## src/bfs_ram.sv

```systemverilog
// ----------------------------------------------------------------------------
// bfs_ram
// single-port write, single-port read ram with registered read data
// ----------------------------------------------------------------------------
module bfs_ram #(
    parameter int WIDTH = 8,
    parameter int DEPTH = 16
) (
    input  logic                     clk,
    input  logic                     we,
    input  logic [$clog2(DEPTH)-1:0] waddr,
    input  logic [WIDTH-1:0]         wdata,
    input  logic [$clog2(DEPTH)-1:0] raddr,
    output logic [WIDTH-1:0]         rdata
);
    logic [WIDTH-1:0] mem [DEPTH];

    always_ff @(posedge clk)
    begin
        if (we)
        begin
            mem[waddr] <= wdata;
        end
        rdata <= mem[raddr];
    end
endmodule

```

## config.mk

```make
export PLATFORM = sky130hd
export DESIGN_NAME = bfs_ram
export DESIGN_NICKNAME = d
export VERILOG_FILES = /design/src/bfs_ram.sv
export SDC_FILE = /design/constraint.sdc
export NUM_CORES = 1
export LEC_CHECK = 0
export BUFFER_PORTS_ARGS = -buffer_cell sky130_fd_sc_hd__buf_2
export CAP_MARGIN = 40
export CORE_ASPECT_RATIO = 0.7
export CORE_UTILIZATION = 35
export DETAILED_ROUTE_END_ITERATION = 8
export GPL_TIMING_DRIVEN = 1
export MAX_ROUTING_LAYER = met4
export PLACE_DENSITY = 0.58
export REMOVE_ABC_BUFFERS = 1
export SYNTH_ARGS = -nofsm -noshare
export SYNTH_HDL_FRONTEND = slang
export SYNTH_SLANG_ARGS = --single-unit
```

## constraint.sdc

```tcl
create_clock -name clk -period 1.55 [get_ports clk]
set_clock_uncertainty 0.05 [all_clocks]
set_input_delay 0.0775 -clock clk [delete_from_list [all_inputs] [get_ports clk]]
set_output_delay 0.0775 -clock clk [all_outputs]
set_load 0.02 [all_outputs]
```

==> results.json <==
{
  "post_cts_buffers": 0,
  "drive_above_1_share": 0.331,
  "antenna_found_initial": 0,
  "synth_top_cells_by_area": "edfxtp_1, mux4_2, mux4_1",
  "p_leak_nw": 2.16,
  "max-vdd-ir-drop_mv": 0.696,
  "dp_hpwl_um": 7010,
  "drc": 0,
  "ctsHtreeMaxLevel": 4,
  "vias": 2445,
  "clkTransAtPathRegs_ps": 60,
  "gp_congestion": 0.736,
  "port_buffers": 25,
  "crit_buf_inv": 0,
  "holdPathEnd": "mem[2][2]$_DFFE_PP_",
  "die_h_um": 103,
  "crit_family": "multiplexers",
  "final_max_slew_viol_count": 0,
  "critPathArrivalTime_ps": 1650,
  "end_kind": "flop",
  "synth_flop_cell": "edfxtp_1",
  "diodes": 0,
  "synth-seq-cells": 136,
  "ioPinCount": 26,
  "cts_resized": 0,
  "fill_cells": 1193,
  "tightest_slew_ps": 801,
  "hp-start": "wdata[2]",
  "hold_ws_ps": 6.77,
  "initial_core_util": 0.364,
  "synth_area_leader_cell": "edfxtp_1",
  "synth.top_cell.area_share": 0.747,
  "p_per_area_nw_per_um2": 1370,
  "r2r_setup_slack_ps": 150,
  "cts_tree": "built",
  "finalNetCount": 313,
  "max_slew_margin": 0.465,
  "core_area_sq_um": 14100,
  "grt_pass1_wl_um": 15900,
  "path_cells": "mux4_1 > a22oi_1 > nand2_1",
  "grt_max_degree": 20,
  "grt_pass1_vias": 2559,
  "syn_area_sq_um": 5150,
  "synthSimpleGateAreaFrac": 0.0318,
  "final-hold-violation-count": 0,
  "critical_path_required_ps": 1800,
  "clock_sinks": 136,
  "viasPerCell": 4.91,
  "holdPathStages": 1,
  "synth_top_family_by_area": "multiplexers",
  "row_count": 36,
  "setup_viol": 0,
  "syn_inst": 229,
  "final.min_clock_period_ps": 1400,
  "synth_xor_xnor_area_share": 0,
  "slowest_stage": "mux4_1",
  "areaGrowthSynthToFinish_pct": 22.7,
  "cts_max_path_buffers": 2,
  "groute.usage.overall": 0.158,
  "synth-edff-count": 128,
  "ys_async_sr_fraction": 0,
  "overflow": 0,
  "synth-compound-area-share": 0.0233,
  "syn_avg_cell_area_sq_um": 22.5,
  "synth_seq_area_share": 0.778,
  "routed_wirelength_um": 10300,
  "hold_path.class": "in -> reg",
  "yosys-mux-area-fraction": 0.150,
  "rr_endpoint": "rdata[3]$_DFF_P_",
  "die_x_um": 147,
  "drv_cap": 0,
  "die_area_sq_um": 15200,
  "ys_warn_count": 0,
  "drt_iter0_drc": 235,
  "crit_type": "reg -> reg",
  "power_mw": 8.63,
  "wl_per_cell_um": 20.7,
  "ys_types": 19,
  "cts_root_buf": "clkbuf_16",
  "clk_latency_ps": 420,
  "critical-path-max-stage-delay_ps": 500,
  "synthAdderAreaFrac": 0,
  "layout_worst_path_cycle_share": 0.906,
  "numCtsBuffers": 17,
  "dr.pass1.iters": 4,
  "max_freq_mhz": 712,
  "reg2regPathDepth": 3,
  "antenna_left": 0,
  "status": "complete, no violations",
  "cp_max_fo": 1,
  "worst_setup_path_start_kind": "flop",
  "rr_startpoint": "mem[2][3]$_DFFE_PP_",
  "grt_setup_unrepaired": "false",
  "utilization": 0.447
}
==> worst register-to-register path: cells and delay by family (launching register included) <==
kind | cells | cell delay, ps
muxes | 1 | 500
DFF | 1 | 390
and+or+nand+nor | 1 | 100
AOI/OAI and AO/OA | 1 | 250
==> routing by layer <==
layer  wire length [um]  global-route usage
met3                784              0.0465
met1               5030               0.225
met4                 85              0.0587
met2               4390               0.213
met5                  0                   -
==> cell usage after synthesis, types with 2 or more instances <==
library cell	number
nor3_1	4
mux4_1	14
edfxtp_1	128
clkdlybuf4s25_2	3
a22oi_1	16
buf_2	3
buf_6	3
nand2_1	9
dfxtp_1	8
nand3b_1	2
mux4_2	18
nand2b_1	2
nor2_1	13
==> kinds of logic (layout without fill, tap and decap cells) <==
family | count (synthesis) | in the layout
flip-flops | 136 | 136
buffers and inverters | 10 | 89
multiplexers | 32 | 32
AND/OR/NAND/NOR | 35 | 35
AO/OA/AOI/OAI | 16 | 16
==> final cells by class <==
cell class	instances	area (sq um)	area share
clock inverters	13	151	0.0240
multi-input cells	83	1060	0.167
flip-flops and latches	136	4000	0.634
well taps	190	238	0.0376
clock buffers	19	453	0.0717
repair buffers	57	413	0.0654
==> through the flow <==
stage / cells / cell area (sq um) / setup TNS [ps] / setup WS [ps]
after floorplan: 219 / 5060 / -563 / -70.4
after global placement: 462 / 5670 / 0 / 12.8
after detailed placement: 462 / 5670 / -194 / -25.2
after CTS: 498 / 6320 / 0 / 154
after global routing: 498 / 6320 / 0 / 70.7
final: 498 / 6320 / 0 / 146
==> worst max-delay path by stage <==
stage                        start                  end  slack (ps)  cells after the start
4_1_cts        mem[2][3]$_DFFE_PP_     rdata[3]$_DFF_P_         150                      3
2_1_floorplan             waddr[2]  mem[0][0]$_DFFE_PP_         -70                      2
3_5_place_dp              waddr[2]  mem[0][2]$_DFFE_PP_         -30                      4
3_3_place_gp              waddr[2]  mem[0][1]$_DFFE_PP_          10                      4
6_report       mem[2][3]$_DFFE_PP_     rdata[3]$_DFF_P_         150                      3
5_1_grt        mem[2][3]$_DFFE_PP_     rdata[3]$_DFF_P_          70                      3
==> placed cells by master, fill, tap and decap left out, types with 2 or more instances in the layout <==
cell type      count
clkbuf_16         17
clkinvlp_4         4
dlygate4sd3_1      4
edfxtp_1         128
nand2b_1           2
buf_4             25
nand3b_1           2
buf_12             3
buf_2             25
clkinv_2           3
clkinv_1           2
mux4_1            14
nor2_1            13
nand2_1            9
clkbuf_8           2
a22oi_1           16
mux4_2            18
dfxtp_1            8
bufinv_16          3
nor3_1             4
==> power by group <==
group / total, mW / internal, mW / switching, mW / leakage (nW)
clock network: 4.06 / 2.60 / 1.47 / 0.286
logic: 0.429 / 0.186 / 0.243 / 0.647
registers: 4.14 / 4.11 / 0.0274 / 1.22
==> repair_timing <==
| item | in CTS | in global routing |
|---|---|---|
| hold buffers | 4 | 0 |
| hold endpoints to repair | 48 | 0 |
| endpoints found under the setup margin | 0 | 0 |
==> state kept, by name, indices dropped and copies added (netlist names) <==
signal	count
mem	128
rdata	8
Note: power is estimated with default switching activity, not from simulation.
